File: src/hdl/pointer_motion_report_splitter_core_macros.svh
// Assertion macros for the pointer motion report splitter core.
// Taken in by the top level; each macro expects clk_i and rst_ni in scope.
`ifndef POINTER_MOTION_REPORT_SPLITTER_CORE_MACROS_SVH
`define POINTER_MOTION_REPORT_SPLITTER_CORE_MACROS_SVH

// Check that the consequent holds in the same cycle as the antecedent.
`define PMRS_ASSERT_NOW(lbl, ante, cons, msg) \
  lbl: assert property (@(posedge clk_i) disable iff (!rst_ni) (ante) |-> (cons)) \
    else $error(msg);

// Check that the consequent holds in the cycle after the antecedent.
`define PMRS_ASSERT_NEXT(lbl, ante, cons, msg) \
  lbl: assert property (@(posedge clk_i) disable iff (!rst_ni) (ante) |=> (cons)) \
    else $error(msg);

`endif

File: src/hdl/pmrs_pkg.sv
// Shared types and constants of the pointer motion report splitter.
// No dependencies; imported by every module of the block.
`default_nettype none

package pmrs_pkg;

  // Field widths
  localparam int unsigned REQ_W      = 3;
  localparam int unsigned DELTA_W    = 14;
  localparam int unsigned BTN_W      = 3;
  localparam int unsigned GAIN_W     = 16;
  localparam int unsigned LIM_W      = 8;
  localparam int unsigned KIND_W     = 2;
  localparam int unsigned STEP_W     = 9;
  localparam int unsigned CFG_IDX_W  = 2;
  localparam int unsigned CFG_DATA_W = 16;

  // Divider operand width: scaled magnitude plus limit rounding fits here
  localparam int unsigned DIV_W = 18;

  // Report count and index sized for the largest supported burst of 64
  localparam int unsigned STEP_CNT_W = 7;
  localparam int unsigned STEP_IDX_W = 6;

  // Q4.12 rounding
  localparam int unsigned GAIN_FRAC = 12;

  // Valid button numbers
  localparam logic [BTN_W-1:0] BTN_FIRST = 3'd1;
  localparam logic [BTN_W-1:0] BTN_LAST  = 3'd5;

  // Register reset values
  localparam logic [GAIN_W-1:0] GAIN_RESET       = 16'd4096;
  localparam logic [LIM_W-1:0]  MOVE_LIM_RESET   = 8'd128;
  localparam logic [LIM_W-1:0]  WHEEL_LIM_RESET  = 8'd120;

  // Register indexes
  typedef enum logic [CFG_IDX_W-1:0] {
    CFG_MOVE_GAIN  = 2'd0,
    CFG_MOVE_LIM   = 2'd1,
    CFG_WHEEL_LIM  = 2'd2
  } cfg_index_e;

  // Request codes
  typedef enum logic [REQ_W-1:0] {
    REQ_MOVE    = 3'd0,
    REQ_WHEEL   = 3'd1,
    REQ_PRESS   = 3'd2,
    REQ_RELEASE = 3'd3,
    REQ_CLICK   = 3'd4
  } req_type_e;

  // Report kinds on the output
  typedef enum logic [KIND_W-1:0] {
    RPT_MOTION  = 2'd0,
    RPT_WHEEL   = 2'd1,
    RPT_PRESS   = 2'd2,
    RPT_RELEASE = 2'd3
  } report_kind_e;

  // Classified job kinds passed from front to back
  typedef enum logic [2:0] {
    J_MOVE,
    J_WHEEL,
    J_PRESS,
    J_RELEASE,
    J_CLICK,
    J_BAD
  } job_kind_e;

  // Front end sequencer states
  typedef enum logic [3:0] {
    F_IDLE,
    F_SCALE_X,
    F_SCALE_Y,
    F_LIMIT,
    F_CHECK,
    F_DIV_N,
    F_START_X,
    F_DIV_X,
    F_DIV_Y,
    F_PUSH
  } front_state_e;

  // Live configuration
  typedef struct packed {
    logic [GAIN_W-1:0] gain;
    logic [LIM_W-1:0]  move_lim;
    logic [LIM_W-1:0]  wheel_lim;
  } cfg_t;

  // One classified job: everything the back end needs to emit its reports
  typedef struct packed {
    job_kind_e               kind;
    logic                    neg_x;
    logic                    neg_y;
    logic [LIM_W-1:0]        base_x;
    logic [STEP_IDX_W-1:0]   rem_x;
    logic [LIM_W-1:0]        base_y;
    logic [STEP_IDX_W-1:0]   rem_y;
    logic [STEP_CNT_W-1:0]   count;
    logic                    clamped;
    logic [BTN_W-1:0]        button;
  } job_t;

  localparam int unsigned JOB_Q_DEPTH = 2;

endpackage

`default_nettype wire

File: src/hdl/pmrs_div.sv
// Restoring serial divider, one quotient bit per cycle.
// Depends on pmrs_pkg for operand widths.
`default_nettype none

module pmrs_div (
  input  logic                         clk_i,
  input  logic                         rst_ni,
  input  logic                         start_i,
  input  logic [pmrs_pkg::DIV_W-1:0]   dividend_i,
  input  logic [pmrs_pkg::LIM_W-1:0]   divisor_i,
  output logic                         done_o,
  output logic [pmrs_pkg::DIV_W-1:0]   quotient_o,
  output logic [pmrs_pkg::LIM_W-1:0]   remainder_o
);
  import pmrs_pkg::*;

  localparam int unsigned CNT_W = $clog2(DIV_W + 1);

  logic              busy_q, busy_d;
  logic              done_q, done_d;
  logic [CNT_W-1:0]  cnt_q, cnt_d;
  logic [DIV_W-1:0]  quo_q, quo_d;
  logic [LIM_W-1:0]  rem_q, rem_d;
  logic [LIM_W-1:0]  dsr_q, dsr_d;
  logic [LIM_W:0]    trial;
  logic              fits;

  // Shift in the next dividend bit and try to subtract
  assign trial = {rem_q, quo_q[DIV_W-1]};
  assign fits  = (trial >= {1'b0, dsr_q});

  always_comb begin
    busy_d = busy_q;
    done_d = 1'b0;
    cnt_d  = cnt_q;
    quo_d  = quo_q;
    rem_d  = rem_q;
    dsr_d  = dsr_q;
    if (start_i) begin
      busy_d = 1'b1;
      cnt_d  = CNT_W'(DIV_W);
      quo_d  = dividend_i;
      rem_d  = '0;
      dsr_d  = divisor_i;
    end else if (busy_q) begin
      quo_d = {quo_q[DIV_W-2:0], fits};
      rem_d = fits ? LIM_W'(trial - {1'b0, dsr_q}) : trial[LIM_W-1:0];
      cnt_d = cnt_q - CNT_W'(1);
      if (cnt_q == CNT_W'(1)) begin
        busy_d = 1'b0;
        done_d = 1'b1;
      end
    end
  end

  // Hold control state
  always_ff @(posedge clk_i or negedge rst_ni) begin
    if (!rst_ni) begin
      busy_q <= 1'b0;
      done_q <= 1'b0;
      cnt_q  <= '0;
    end else begin
      busy_q <= busy_d;
      done_q <= done_d;
      cnt_q  <= cnt_d;
    end
  end

  // Hold operands and partial results
  always_ff @(posedge clk_i) begin
    quo_q <= quo_d;
    rem_q <= rem_d;
    dsr_q <= dsr_d;
  end

  assign done_o      = done_q;
  assign quotient_o  = quo_q;
  assign remainder_o = rem_q;

endmodule

`default_nettype wire

File: src/hdl/pmrs_front.sv
// Front end: accepts requests, scales motion, sizes the burst and splits shares.
// Depends on pmrs_pkg and pmrs_div; feeds jobs to the job queue.
`default_nettype none

module pmrs_front #(
  parameter int unsigned MAX_STEPS = 64
) (
  input  logic                                clk_i,
  input  logic                                rst_ni,
  input  logic                                in_valid_i,
  output logic                                in_stall_o,
  input  logic [pmrs_pkg::REQ_W-1:0]          req_type_i,
  input  logic signed [pmrs_pkg::DELTA_W-1:0] delta_in_x_i,
  input  logic signed [pmrs_pkg::DELTA_W-1:0] delta_in_y_i,
  input  logic [pmrs_pkg::BTN_W-1:0]          button_code_i,
  input  pmrs_pkg::cfg_t                      cfg_i,
  output logic                                push_o,
  input  logic                                full_i,
  output pmrs_pkg::job_t                      job_o
);
  import pmrs_pkg::*;

  localparam int unsigned PROD_W = DELTA_W + GAIN_W;

  // Magnitude of a signed delta; the most negative value maps to its magnitude
  function automatic logic [DELTA_W-1:0] abs_delta(input logic signed [DELTA_W-1:0] v);
    logic [DELTA_W-1:0] r;
    r = v[DELTA_W-1] ? DELTA_W'(~v + DELTA_W'(1)) : v;
    return r;
  endfunction

  front_state_e             state_q, state_d;
  job_kind_e                kind_q, kind_d;
  logic [DELTA_W-1:0]       x_q, x_d;
  logic [DELTA_W-1:0]       y_q, y_d;
  logic [BTN_W-1:0]         btn_q, btn_d;
  logic [DIV_W-1:0]         mx_q, mx_d;
  logic [DIV_W-1:0]         my_q, my_d;
  logic [DIV_W-1:0]         mmax_q, mmax_d;
  logic [DIV_W-1:0]         cap_q, cap_d;
  logic [LIM_W-1:0]         lim_q, lim_d;
  logic [STEP_CNT_W-1:0]    n_q, n_d;
  logic                     clamp_q, clamp_d;
  logic [LIM_W-1:0]         bx_q, bx_d;
  logic [LIM_W-1:0]         by_q, by_d;
  logic [STEP_IDX_W-1:0]    rx_q, rx_d;
  logic [STEP_IDX_W-1:0]    ry_q, ry_d;

  logic [DELTA_W-1:0]       mul_in;
  logic [PROD_W-1:0]        prod;
  logic [PROD_W-1:0]        prod_rnd;
  logic [DIV_W-1:0]         scaled;
  logic [LIM_W-1:0]         lim_sel;
  logic [LIM_W-1:0]         lim_eff;
  logic                     btn_ok;

  logic                     div_start;
  logic [DIV_W-1:0]         div_dividend;
  logic [LIM_W-1:0]         div_divisor;
  logic                     div_done;
  logic [DIV_W-1:0]         div_quo;
  logic [LIM_W-1:0]         div_rem;

  // Share one multiplier between the two axes
  assign mul_in   = (state_q == F_SCALE_X) ? abs_delta(x_q) : abs_delta(y_q);
  assign prod     = PROD_W'(mul_in) * PROD_W'(cfg_i.gain);
  assign prod_rnd = prod + PROD_W'(1 << (GAIN_FRAC - 1));
  assign scaled   = prod_rnd[PROD_W-1:GAIN_FRAC];

  // Pick the limit of this request; treat zero as one
  assign lim_sel = (kind_q == J_WHEEL) ? cfg_i.wheel_lim : cfg_i.move_lim;
  assign lim_eff = (lim_sel == '0) ? LIM_W'(1) : lim_sel;

  assign btn_ok = (button_code_i >= BTN_FIRST) && (button_code_i <= BTN_LAST);

  pmrs_div u_div (
    .clk_i       (clk_i),
    .rst_ni      (rst_ni),
    .start_i     (div_start),
    .dividend_i  (div_dividend),
    .divisor_i   (div_divisor),
    .done_o      (div_done),
    .quotient_o  (div_quo),
    .remainder_o (div_rem)
  );

  // Sequence one request through scale, size and split
  always_comb begin
    state_d      = state_q;
    kind_d       = kind_q;
    x_d          = x_q;
    y_d          = y_q;
    btn_d        = btn_q;
    mx_d         = mx_q;
    my_d         = my_q;
    mmax_d       = mmax_q;
    cap_d        = cap_q;
    lim_d        = lim_q;
    n_d          = n_q;
    clamp_d      = clamp_q;
    bx_d         = bx_q;
    by_d         = by_q;
    rx_d         = rx_q;
    ry_d         = ry_q;
    div_start    = 1'b0;
    div_dividend = mx_q;
    div_divisor  = lim_q;
    push_o       = 1'b0;

    case (state_q)
      F_IDLE: begin
        if (in_valid_i) begin
          x_d     = delta_in_x_i;
          y_d     = delta_in_y_i;
          btn_d   = button_code_i;
          clamp_d = 1'b0;
          n_d     = STEP_CNT_W'(1);
          case (req_type_i)
            REQ_MOVE: begin
              kind_d  = J_MOVE;
              state_d = F_SCALE_X;
            end
            REQ_WHEEL: begin
              kind_d  = J_WHEEL;
              mx_d    = DIV_W'(abs_delta(delta_in_x_i));
              my_d    = '0;
              state_d = F_LIMIT;
            end
            REQ_PRESS, REQ_RELEASE, REQ_CLICK: begin
              state_d = F_PUSH;
              if (!btn_ok) begin
                kind_d = J_BAD;
              end else if (req_type_i == REQ_PRESS) begin
                kind_d = J_PRESS;
              end else if (req_type_i == REQ_RELEASE) begin
                kind_d = J_RELEASE;
              end else begin
                kind_d = J_CLICK;
                n_d    = STEP_CNT_W'(2);
              end
            end
            default: begin
              // Drop unknown requests
              state_d = F_IDLE;
            end
          endcase
        end
      end
      F_SCALE_X: begin
        mx_d    = scaled;
        state_d = F_SCALE_Y;
      end
      F_SCALE_Y: begin
        my_d    = scaled;
        state_d = F_LIMIT;
      end
      F_LIMIT: begin
        lim_d   = lim_eff;
        cap_d   = DIV_W'(MAX_STEPS * lim_eff);
        mmax_d  = (mx_q > my_q) ? mx_q : my_q;
        state_d = F_CHECK;
      end
      F_CHECK: begin
        if (mmax_q > cap_q) begin
          // Too many reports: saturate both axes and use the full burst
          clamp_d = 1'b1;
          n_d     = STEP_CNT_W'(MAX_STEPS);
          mx_d    = (mx_q > cap_q) ? cap_q : mx_q;
          my_d    = (my_q > cap_q) ? cap_q : my_q;
          state_d = F_START_X;
        end else begin
          div_start    = 1'b1;
          div_dividend = DIV_W'(mmax_q + DIV_W'(lim_q) - DIV_W'(1));
          div_divisor  = lim_q;
          state_d      = F_DIV_N;
        end
      end
      F_DIV_N: begin
        if (div_done) begin
          // Zero motion still makes one report
          n_d     = (div_quo == '0) ? STEP_CNT_W'(1) : div_quo[STEP_CNT_W-1:0];
          state_d = F_START_X;
        end
      end
      F_START_X: begin
        div_start    = 1'b1;
        div_dividend = mx_q;
        div_divisor  = LIM_W'(n_q);
        state_d      = F_DIV_X;
      end
      F_DIV_X: begin
        div_dividend = my_q;
        div_divisor  = LIM_W'(n_q);
        if (div_done) begin
          bx_d      = div_quo[LIM_W-1:0];
          rx_d      = div_rem[STEP_IDX_W-1:0];
          div_start = 1'b1;
          state_d   = F_DIV_Y;
        end
      end
      F_DIV_Y: begin
        if (div_done) begin
          by_d    = div_quo[LIM_W-1:0];
          ry_d    = div_rem[STEP_IDX_W-1:0];
          state_d = F_PUSH;
        end
      end
      F_PUSH: begin
        if (!full_i) begin
          push_o  = 1'b1;
          state_d = F_IDLE;
        end
      end
      default: begin
        state_d = F_IDLE;
      end
    endcase
  end

  // Hold the sequencer state
  always_ff @(posedge clk_i or negedge rst_ni) begin
    if (!rst_ni) begin
      state_q <= F_IDLE;
    end else begin
      state_q <= state_d;
    end
  end

  // Hold the working values of the current request
  always_ff @(posedge clk_i) begin
    kind_q  <= kind_d;
    x_q     <= x_d;
    y_q     <= y_d;
    btn_q   <= btn_d;
    mx_q    <= mx_d;
    my_q    <= my_d;
    mmax_q  <= mmax_d;
    cap_q   <= cap_d;
    lim_q   <= lim_d;
    n_q     <= n_d;
    clamp_q <= clamp_d;
    bx_q    <= bx_d;
    by_q    <= by_d;
    rx_q    <= rx_d;
    ry_q    <= ry_d;
  end

  assign in_stall_o = (state_q != F_IDLE);

  // Assemble the job for the queue
  always_comb begin
    job_o.kind    = kind_q;
    job_o.neg_x   = x_q[DELTA_W-1];
    job_o.neg_y   = y_q[DELTA_W-1];
    job_o.base_x  = bx_q;
    job_o.rem_x   = rx_q;
    job_o.base_y  = by_q;
    job_o.rem_y   = ry_q;
    job_o.count   = n_q;
    job_o.clamped = clamp_q;
    job_o.button  = btn_q;
  end

endmodule

`default_nettype wire

File: src/hdl/pmrs_fifo.sv
// Two-entry job queue between front and back ends.
// Depends on pmrs_pkg for the job type and depth.
`default_nettype none

module pmrs_fifo (
  input  logic            clk_i,
  input  logic            rst_ni,
  input  logic            push_i,
  input  pmrs_pkg::job_t  job_i,
  output logic            full_o,
  input  logic            pop_i,
  output logic            empty_o,
  output pmrs_pkg::job_t  job_o
);
  import pmrs_pkg::*;

  localparam int unsigned PTR_W = $clog2(JOB_Q_DEPTH);
  localparam int unsigned CNT_W = $clog2(JOB_Q_DEPTH + 1);

  job_t              mem_q [JOB_Q_DEPTH];
  logic [PTR_W-1:0]  wr_ptr_q, wr_ptr_d;
  logic [PTR_W-1:0]  rd_ptr_q, rd_ptr_d;
  logic [CNT_W-1:0]  cnt_q, cnt_d;
  logic              do_push;
  logic              do_pop;

  assign full_o  = (cnt_q == CNT_W'(JOB_Q_DEPTH));
  assign empty_o = (cnt_q == '0);
  assign do_push = push_i && !full_o;
  assign do_pop  = pop_i && !empty_o;
  assign job_o   = mem_q[rd_ptr_q];

  // Advance pointers and the fill count
  always_comb begin
    wr_ptr_d = wr_ptr_q;
    rd_ptr_d = rd_ptr_q;
    cnt_d    = cnt_q;
    if (do_push) begin
      wr_ptr_d = (wr_ptr_q == PTR_W'(JOB_Q_DEPTH - 1)) ? '0 : wr_ptr_q + PTR_W'(1);
    end
    if (do_pop) begin
      rd_ptr_d = (rd_ptr_q == PTR_W'(JOB_Q_DEPTH - 1)) ? '0 : rd_ptr_q + PTR_W'(1);
    end
    if (do_push && !do_pop) begin
      cnt_d = cnt_q + CNT_W'(1);
    end else if (do_pop && !do_push) begin
      cnt_d = cnt_q - CNT_W'(1);
    end
  end

  always_ff @(posedge clk_i or negedge rst_ni) begin
    if (!rst_ni) begin
      wr_ptr_q <= '0;
      rd_ptr_q <= '0;
      cnt_q    <= '0;
    end else begin
      wr_ptr_q <= wr_ptr_d;
      rd_ptr_q <= rd_ptr_d;
      cnt_q    <= cnt_d;
    end
  end

  // Store a pushed job
  always_ff @(posedge clk_i) begin
    if (do_push) begin
      mem_q[wr_ptr_q] <= job_i;
    end
  end

endmodule

`default_nettype wire

File: src/hdl/pmrs_back.sv
// Back end: takes jobs from the queue and emits their reports one per cycle while the output is not stalled.
// Depends on pmrs_pkg; drives the registered output channel.
`default_nettype none

module pmrs_back (
  input  logic                               clk_i,
  input  logic                               rst_ni,
  input  logic                               empty_i,
  input  pmrs_pkg::job_t                     job_i,
  output logic                               pop_o,
  output logic                               out_valid_o,
  input  logic                               out_stall_i,
  output logic [pmrs_pkg::KIND_W-1:0]        report_kind_o,
  output logic signed [pmrs_pkg::STEP_W-1:0] step_x_o,
  output logic signed [pmrs_pkg::STEP_W-1:0] step_y_o,
  output logic signed [pmrs_pkg::STEP_W-1:0] wheel_step_o,
  output logic [pmrs_pkg::BTN_W-1:0]         which_button_o,
  output logic                               last_report_o,
  output logic                               bad_button_o,
  output logic                               clamped_o
);
  import pmrs_pkg::*;

  logic                    active_q, active_d;
  job_t                    job_q, job_d;
  logic [STEP_IDX_W-1:0]   idx_q, idx_d;
  logic                    ovalid_q, ovalid_d;
  report_kind_e            kind_q, kind_d;
  logic [STEP_W-1:0]       sx_q, sx_d;
  logic [STEP_W-1:0]       sy_q, sy_d;
  logic [STEP_W-1:0]       wh_q, wh_d;
  logic [BTN_W-1:0]        btn_q, btn_d;
  logic                    last_q, last_d;
  logic                    bad_q, bad_d;
  logic                    clp_q, clp_d;

  logic                    load_out;
  logic [STEP_W-1:0]       mag_x, mag_y;
  logic [STEP_W-1:0]       val_x, val_y;
  logic                    is_last;

  assign load_out = !ovalid_q || !out_stall_i;
  assign pop_o    = !active_q && !empty_i;

  // Base share plus one extra count for the leading reports, then the sign
  assign mag_x   = STEP_W'(job_q.base_x) + STEP_W'(idx_q < job_q.rem_x);
  assign mag_y   = STEP_W'(job_q.base_y) + STEP_W'(idx_q < job_q.rem_y);
  assign val_x   = job_q.neg_x ? STEP_W'(-mag_x) : mag_x;
  assign val_y   = job_q.neg_y ? STEP_W'(-mag_y) : mag_y;
  assign is_last = ((STEP_CNT_W'(idx_q) + STEP_CNT_W'(1)) == job_q.count);

  always_comb begin
    active_d = active_q;
    job_d    = job_q;
    idx_d    = idx_q;
    ovalid_d = ovalid_q;
    kind_d   = kind_q;
    sx_d     = sx_q;
    sy_d     = sy_q;
    wh_d     = wh_q;
    btn_d    = btn_q;
    last_d   = last_q;
    bad_d    = bad_q;
    clp_d    = clp_q;

    // Take the next job when free
    if (pop_o) begin
      active_d = 1'b1;
      job_d    = job_i;
      idx_d    = '0;
    end

    if (load_out) begin
      ovalid_d = 1'b0;
      if (active_q) begin
        ovalid_d = 1'b1;
        kind_d   = RPT_MOTION;
        sx_d     = '0;
        sy_d     = '0;
        wh_d     = '0;
        btn_d    = '0;
        last_d   = is_last;
        bad_d    = 1'b0;
        clp_d    = 1'b0;
        case (job_q.kind)
          J_MOVE: begin
            sx_d  = val_x;
            sy_d  = val_y;
            clp_d = job_q.clamped;
          end
          J_WHEEL: begin
            kind_d = RPT_WHEEL;
            wh_d   = val_x;
            clp_d  = job_q.clamped;
          end
          J_PRESS: begin
            kind_d = RPT_PRESS;
            btn_d  = job_q.button;
          end
          J_RELEASE: begin
            kind_d = RPT_RELEASE;
            btn_d  = job_q.button;
          end
          J_CLICK: begin
            kind_d = (idx_q == '0) ? RPT_PRESS : RPT_RELEASE;
            btn_d  = job_q.button;
          end
          default: begin
            // Bad button: one error result, all else zero
            bad_d = 1'b1;
          end
        endcase
        // Advance through the burst or drop the finished job
        if (is_last) begin
          active_d = 1'b0;
        end else begin
          idx_d = idx_q + STEP_IDX_W'(1);
        end
      end
    end
  end

  always_ff @(posedge clk_i or negedge rst_ni) begin
    if (!rst_ni) begin
      active_q <= 1'b0;
      ovalid_q <= 1'b0;
    end else begin
      active_q <= active_d;
      ovalid_q <= ovalid_d;
    end
  end

  // Hold the job and the output payload
  always_ff @(posedge clk_i) begin
    job_q  <= job_d;
    idx_q  <= idx_d;
    kind_q <= kind_d;
    sx_q   <= sx_d;
    sy_q   <= sy_d;
    wh_q   <= wh_d;
    btn_q  <= btn_d;
    last_q <= last_d;
    bad_q  <= bad_d;
    clp_q  <= clp_d;
  end

  assign out_valid_o    = ovalid_q;
  assign report_kind_o  = kind_q;
  assign step_x_o       = sx_q;
  assign step_y_o       = sy_q;
  assign wheel_step_o   = wh_q;
  assign which_button_o = btn_q;
  assign last_report_o  = last_q;
  assign bad_button_o   = bad_q;
  assign clamped_o      = clp_q;

endmodule

`default_nettype wire

File: src/hdl/pointer_motion_report_splitter_core.sv
// Pointer motion report splitter. A move request is scaled by the Q4.12 gain
// and split into up to MAX_STEPS motion reports; a wheel request is split the
// same way with its own limit; press, release and click requests give one or
// two button reports, and a bad button number gives one error result. The
// front end holds one request at a time. A move is scaled in one shared
// multiplier, one axis at a time, then takes three passes of the serial
// divider (burst size, x share, y share). A clamped move skips the
// burst-size pass. A wheel skips the multiplier. A full job queue holds the
// front end in its push step. The back end emits one report per cycle while
// the output is not stalled, from a two-entry job queue, and takes the next
// job only after the last report of the current one, so the front end works
// on the next request while a burst is going out. A report waits in the
// output register while out_stall_i is high. Configuration writes are always
// accepted (cfg_ready_o is always high).
// Depends on pmrs_pkg, pmrs_front, pmrs_div, pmrs_fifo and pmrs_back.
`default_nettype none

`include "pointer_motion_report_splitter_core_macros.svh"

module pointer_motion_report_splitter_core #(
  parameter int unsigned MAX_STEPS = 64
) (
  input  logic                                clk_i,
  input  logic                                rst_ni,
  input  logic                                cfg_valid_i,
  output logic                                cfg_ready_o,
  input  logic [pmrs_pkg::CFG_IDX_W-1:0]      cfg_index_i,
  input  logic [pmrs_pkg::CFG_DATA_W-1:0]     cfg_data_i,
  input  logic                                in_valid_i,
  output logic                                in_stall_o,
  input  logic [pmrs_pkg::REQ_W-1:0]          req_type_i,
  input  logic signed [pmrs_pkg::DELTA_W-1:0] delta_in_x_i,
  input  logic signed [pmrs_pkg::DELTA_W-1:0] delta_in_y_i,
  input  logic [pmrs_pkg::BTN_W-1:0]          button_code_i,
  output logic                                out_valid_o,
  input  logic                                out_stall_i,
  output logic [pmrs_pkg::KIND_W-1:0]         report_kind_o,
  output logic signed [pmrs_pkg::STEP_W-1:0]  step_x_o,
  output logic signed [pmrs_pkg::STEP_W-1:0]  step_y_o,
  output logic signed [pmrs_pkg::STEP_W-1:0]  wheel_step_o,
  output logic [pmrs_pkg::BTN_W-1:0]          which_button_o,
  output logic                                last_report_o,
  output logic                                bad_button_o,
  output logic                                clamped_o
);
  import pmrs_pkg::*;

  cfg_t  cfg_q, cfg_d;
  job_t  fe_job;
  job_t  q_job;
  logic  fe_push;
  logic  q_full;
  logic  q_empty;
  logic  be_pop;

  assign cfg_ready_o = 1'b1;

  // Update the addressed register; ignore unknown indexes
  always_comb begin
    cfg_d = cfg_q;
    if (cfg_valid_i && cfg_ready_o) begin
      case (cfg_index_i)
        CFG_MOVE_GAIN: cfg_d.gain      = cfg_data_i[GAIN_W-1:0];
        CFG_MOVE_LIM:  cfg_d.move_lim  = cfg_data_i[LIM_W-1:0];
        CFG_WHEEL_LIM: cfg_d.wheel_lim = cfg_data_i[LIM_W-1:0];
        default: begin
          cfg_d = cfg_q;
        end
      endcase
    end
  end

  always_ff @(posedge clk_i or negedge rst_ni) begin
    if (!rst_ni) begin
      cfg_q.gain      <= GAIN_RESET;
      cfg_q.move_lim  <= MOVE_LIM_RESET;
      cfg_q.wheel_lim <= WHEEL_LIM_RESET;
    end else begin
      cfg_q <= cfg_d;
    end
  end

  pmrs_front #(
    .MAX_STEPS (MAX_STEPS)
  ) u_front (
    .clk_i         (clk_i),
    .rst_ni        (rst_ni),
    .in_valid_i    (in_valid_i),
    .in_stall_o    (in_stall_o),
    .req_type_i    (req_type_i),
    .delta_in_x_i  (delta_in_x_i),
    .delta_in_y_i  (delta_in_y_i),
    .button_code_i (button_code_i),
    .cfg_i         (cfg_q),
    .push_o        (fe_push),
    .full_i        (q_full),
    .job_o         (fe_job)
  );

  pmrs_fifo u_fifo (
    .clk_i   (clk_i),
    .rst_ni  (rst_ni),
    .push_i  (fe_push),
    .job_i   (fe_job),
    .full_o  (q_full),
    .pop_i   (be_pop),
    .empty_o (q_empty),
    .job_o   (q_job)
  );

  pmrs_back u_back (
    .clk_i          (clk_i),
    .rst_ni         (rst_ni),
    .empty_i        (q_empty),
    .job_i          (q_job),
    .pop_o          (be_pop),
    .out_valid_o    (out_valid_o),
    .out_stall_i    (out_stall_i),
    .report_kind_o  (report_kind_o),
    .step_x_o       (step_x_o),
    .step_y_o       (step_y_o),
    .wheel_step_o   (wheel_step_o),
    .which_button_o (which_button_o),
    .last_report_o  (last_report_o),
    .bad_button_o   (bad_button_o),
    .clamped_o      (clamped_o)
  );

  // Front never pushes into a full queue
  `PMRS_ASSERT_NOW(a_push_not_full, fe_push, !q_full, "job pushed into full queue")
  // Back never pops an empty queue
  `PMRS_ASSERT_NOW(a_pop_not_empty, be_pop, !q_empty, "job popped from empty queue")
  // An error result is final and carries no button
  `PMRS_ASSERT_NOW(a_bad_is_last, out_valid_o && bad_button_o,
                   last_report_o && (which_button_o == '0) && !clamped_o,
                   "bad button result malformed")
  // Clamping only marks motion or wheel reports
  `PMRS_ASSERT_NOW(a_clamp_kind, out_valid_o && clamped_o,
                   (report_kind_o == RPT_MOTION) || (report_kind_o == RPT_WHEEL),
                   "clamped flag on a button report")

endmodule

`default_nettype wire

File: config.mk
export PLATFORM = sky130hd
export DESIGN_NAME = pointer_motion_report_splitter_core
export DESIGN_NICKNAME = d
export VERILOG_FILES = /design/src/hdl/pmrs_pkg.sv /design/src/hdl/pmrs_div.sv /design/src/hdl/pmrs_front.sv /design/src/hdl/pmrs_fifo.sv /design/src/hdl/pmrs_back.sv /design/src/hdl/pointer_motion_report_splitter_core.sv
export VERILOG_INCLUDE_DIRS = /design/src /design/src/hdl
export SDC_FILE = /design/constraint.sdc
export NUM_CORES = 1
export LEC_CHECK = 0
export BUFFER_PORTS_ARGS = -buffer_cell sky130_fd_sc_hd__buf_2
export CORE_ASPECT_RATIO = 0.7
export CORE_UTILIZATION = 45
export DETAILED_ROUTE_END_ITERATION = 7
export PLACE_DENSITY = 0.7
export SYNTH_ARGS = -nofsm -noshare
export SYNTH_HDL_FRONTEND = slang
export SYNTH_HIERARCHICAL = 1
export SYNTH_SLANG_ARGS = --single-unit
export TNS_END_PERCENT = 5
File: constraint.sdc
create_clock -name clk_i -period 25.5 [get_ports clk_i]
set_clock_uncertainty 0.05 [all_clocks]
set_input_delay 7.65 -clock clk_i [delete_from_list [all_inputs] [get_ports clk_i]]
set_output_delay 7.65 -clock clk_i [all_outputs]
set_load 0.03 [all_outputs]
==> impl_metrics.py <==
metrics = {
    "drt": {
        "vias_per_cell": 5.48,
        "antenna_left": 0,
        "wl_per_cell_um": 19.2,
        "drt-total-wl_um": 63200,
        "drt_iter0_markers": 1828,
        "vias": 18100,
        "first_pass_iters": 6,
        "drc": 0,
    },
    "floorplanning": {
        "ioPinCount": 95,
        "die_h_um": 208,
        "placementRows": 74,
        "start_util_pct": 46.1,
        "die-area_um2": 61400,
        "core_um2": 59000,
        "die_w_um": 296,
    },
    "timing": {
        "finalHoldViolCount": 0,
        "tightest_slew_ps": 1150,
        "clock.fmax_mhz": 99.7,
        "finalSetupViolCount": 0,
        "layout_min_cycle_time_ps": 10030,
        "relSlewSlack_pct": 23.3,
        "slew_violations": 0,
        "tns_ps": 0,
        "fin_crit_sh_pct": 39.3,
        "rsz0062_at_grt": "false",
    },
    "setup_path": {
        "cp-start-kind": "flop",
        "r2r_start": "u_front/state_q[1]",
        "cp-end-kind": "primary output",
        "required_ps": 17800,
        "arrival_ps": 2330,
        "critPathLaunch": "u_front/state_q[0]",
        "critPathMaxFanout": 28,
        "path_class": "flop to primary output",
        "r2r_cells": 24,
    },
    "final_layout": {
        "fin_nets": 2895,
        "register_area_um2": 11300,
        "drive_gt1_share_pct": 14.8,
        "area_growth_pct": 9.52,
        "multi_input_area_um2": 14200,
        "nFillCells": 5142,
    },
    "place": {
        "port_buffers": 93,
        "gp_congestion": 0.916,
        "dp_hpwl_um": 48000,
    },
    "worst_hold_path": {
        "hp-start": "u_front/bx_q[6]",
        "hp-class": "flop to flop",
        "whs_path_depth": 0,
    },
    "cts": {
        "clock_sinks": 388,
        "cts.repair.resized": 0,
        "h-tree-depth": 2,
        "cts_buffers": 41,
        "postCtsHoldBufs": 0,
        "clk_latency_ps": 580,
        "cts_tree": "yes",
        "postCtsSetupRepairBufs": 0,
        "clk_pin_slew_ps": 60,
        "ctsRootBufferMaster": "clkbuf_16",
        "clockBufferDepth": 3,
    },
    "synthesis": {
        "synthCells": 2395,
        "synth.distinct_cells": 97,
        "avgSynthCellArea_um2": 11.3,
        "synth_ff_type": "edfxtp_1",
        "syn_nets": 2822,
        "async_reset_ff_share_pct": 12.6,
        "ys_warn_count": 6,
        "seq_area_frac_synth_pct": 41.5,
        "synth_edf_count": 325,
        "ys_ff_latch": 388,
        "synth_area_um2": 27200,
    },
    "grt": {
        "grt_pass1_vias": 18100,
        "track_usage_pct": 20.9,
        "overflow": 0,
        "grt_pass1_wl_um": 101000,
        "antenna_found_initial": 1,
        "grt_start_max_net_pins": 50,
    },
    "job": {
        "maxCapViolCount": 0,
    },
    "outcome": {
        "run_status": "finished, final reports clean",
    },
}
==> cells by family after synthesis <==
| logic type | count (synthesis) | share of synthesized area, % |
|---|---|---|
| and+or+nand+nor | 632 | 11.8 |
| buffers and inverters | 417 | 6.35 |
| DFF | 388 | 41.5 |
| adders and majority gates | 370 | 21.7 |
| AOI/OAI and AO/OA | 328 | 8.40 |
| muxes | 145 | 6.52 |
| xor gates and xnor gates | 114 | 3.73 |
| other | 1 | 0.0138 |
==> final timing paths <==
path / end / slack, ps
max in group asynchronous: cfg_q[11] / 17710
worst max-delay path: in_stall_o / 15470
worst min register to register: u_fifo/mem_q[1][37] / 390
min in group asynchronous: u_front/state_q[0] / 7160
worst max register to register: u_front/mx_q[11] / 16850
worst min-delay path: u_fifo/mem_q[1][37] / 390
==> registers in the layout, indices dropped and copies added, names as in the netlist, 8 cells and up <==
| register | flops |
|---|---|
| u_front/x_q | 14 |
| u_front/y_q | 14 |
| u_fifo/mem_q | 88 |
| u_front/mx_q | 18 |
| u_front/u_div/dsr_q | 8 |
| u_front/by_q | 8 |
| u_front/mmax_q | 18 |
| cfg_q | 32 |
| u_front/bx_q | 8 |
| u_front/lim_q | 8 |
| u_front/u_div/remainder_o | 8 |
| u_back/step_x_o | 9 |
| u_back/job_q | 44 |
| u_front/u_div/quotient_o | 18 |
| u_back/wheel_step_o | 9 |
| u_back/step_y_o | 9 |
| u_front/my_q | 18 |
==> worst max-delay path: stages (launching register included) <==
cell     delay, ps
dfrtp_1        660
nor4_1         730
inv_1          130
buf_2          230
==> cells in the final DEF, fill, tap and decap left out, drive strengths merged, types with 31 or more instances in the layout <==
cell type	netlist	final
inv	330	332
edfxtp	325	325
ha	202	202
nand2	198	198
fa	168	168
mux2	129	129
nor2	120	120
buf	30	117
and2	106	106
o21ai	82	82
a21oi	69	69
xnor2	60	60
xor2	53	53
clkbuf	57	53
dfrtp	43	43
nand3	33	33
nor3	33	33
a21o	31	31
==> area by class of cell <==
cell class	instances	share of cell area [%]
Multi-Input combinational cell	1590	47.7
Sequential cell	388	37.9
Inverter	330	4.16
Clock buffer	53	3.71
Tap cell	798	3.36
Timing Repair Buffer	117	2.17
Clock inverter	23	0.950
Antenna cell	1	0.00841
==> Yosys cell counts (19+ instances only) <==
library cell,instances,share of area [%]
a21o_1,30,0.83
a21oi_1,66,1.2
and2_1,106,2.4
clkbuf_1,57,0.79
dfrtp_1,43,4.0
edfxtp_1,325,36
fa_1,168,12
ha_1,202,9.3
inv_1,329,4.5
mux2_2,87,3.6
mux2_4,41,2.3
nand2_1,197,2.7
nand3_1,32,0.59
nor2_1,118,1.6
nor2b_1,30,0.69
nor3_1,33,0.61
o21ai_0,67,1.2
o31ai_1,19,0.53
xnor2_1,60,1.9
xor2_1,53,1.7
==> metal layers <==
| layer | track usage (%) | up-vias | share of wire (%) |
|---|---|---|---|
| li1 | - | 8361 | - |
| met5 | 0 | - | 0.032 |
| met2 | 31.0 | 672 | 43 |
| met4 | 5.66 | 2 | 2.2 |
| met1 | 31.5 | 8965 | 47 |
| met3 | 3.44 | 86 | 7.4 |
==> stage by stage <==
stage	cells	worst slack, ps	utilization (%)	cell area, um2	hold slack [ps]
6_report	3300	15470	50.4	29800	392
5_1_grt	3299	15350	50.4	29700	389
3_5_place_dp	3223	15410	48.1	28400	380
2_1_floorplan	2395	15890	-	27200	371
3_3_place_gp	3223	15510	48.1	28400	373
4_1_cts	3299	15500	50.4	29700	385
Power is not shown: default switching activity piles up to over one toggle a cycle in this logic, so the estimate is an artifact.
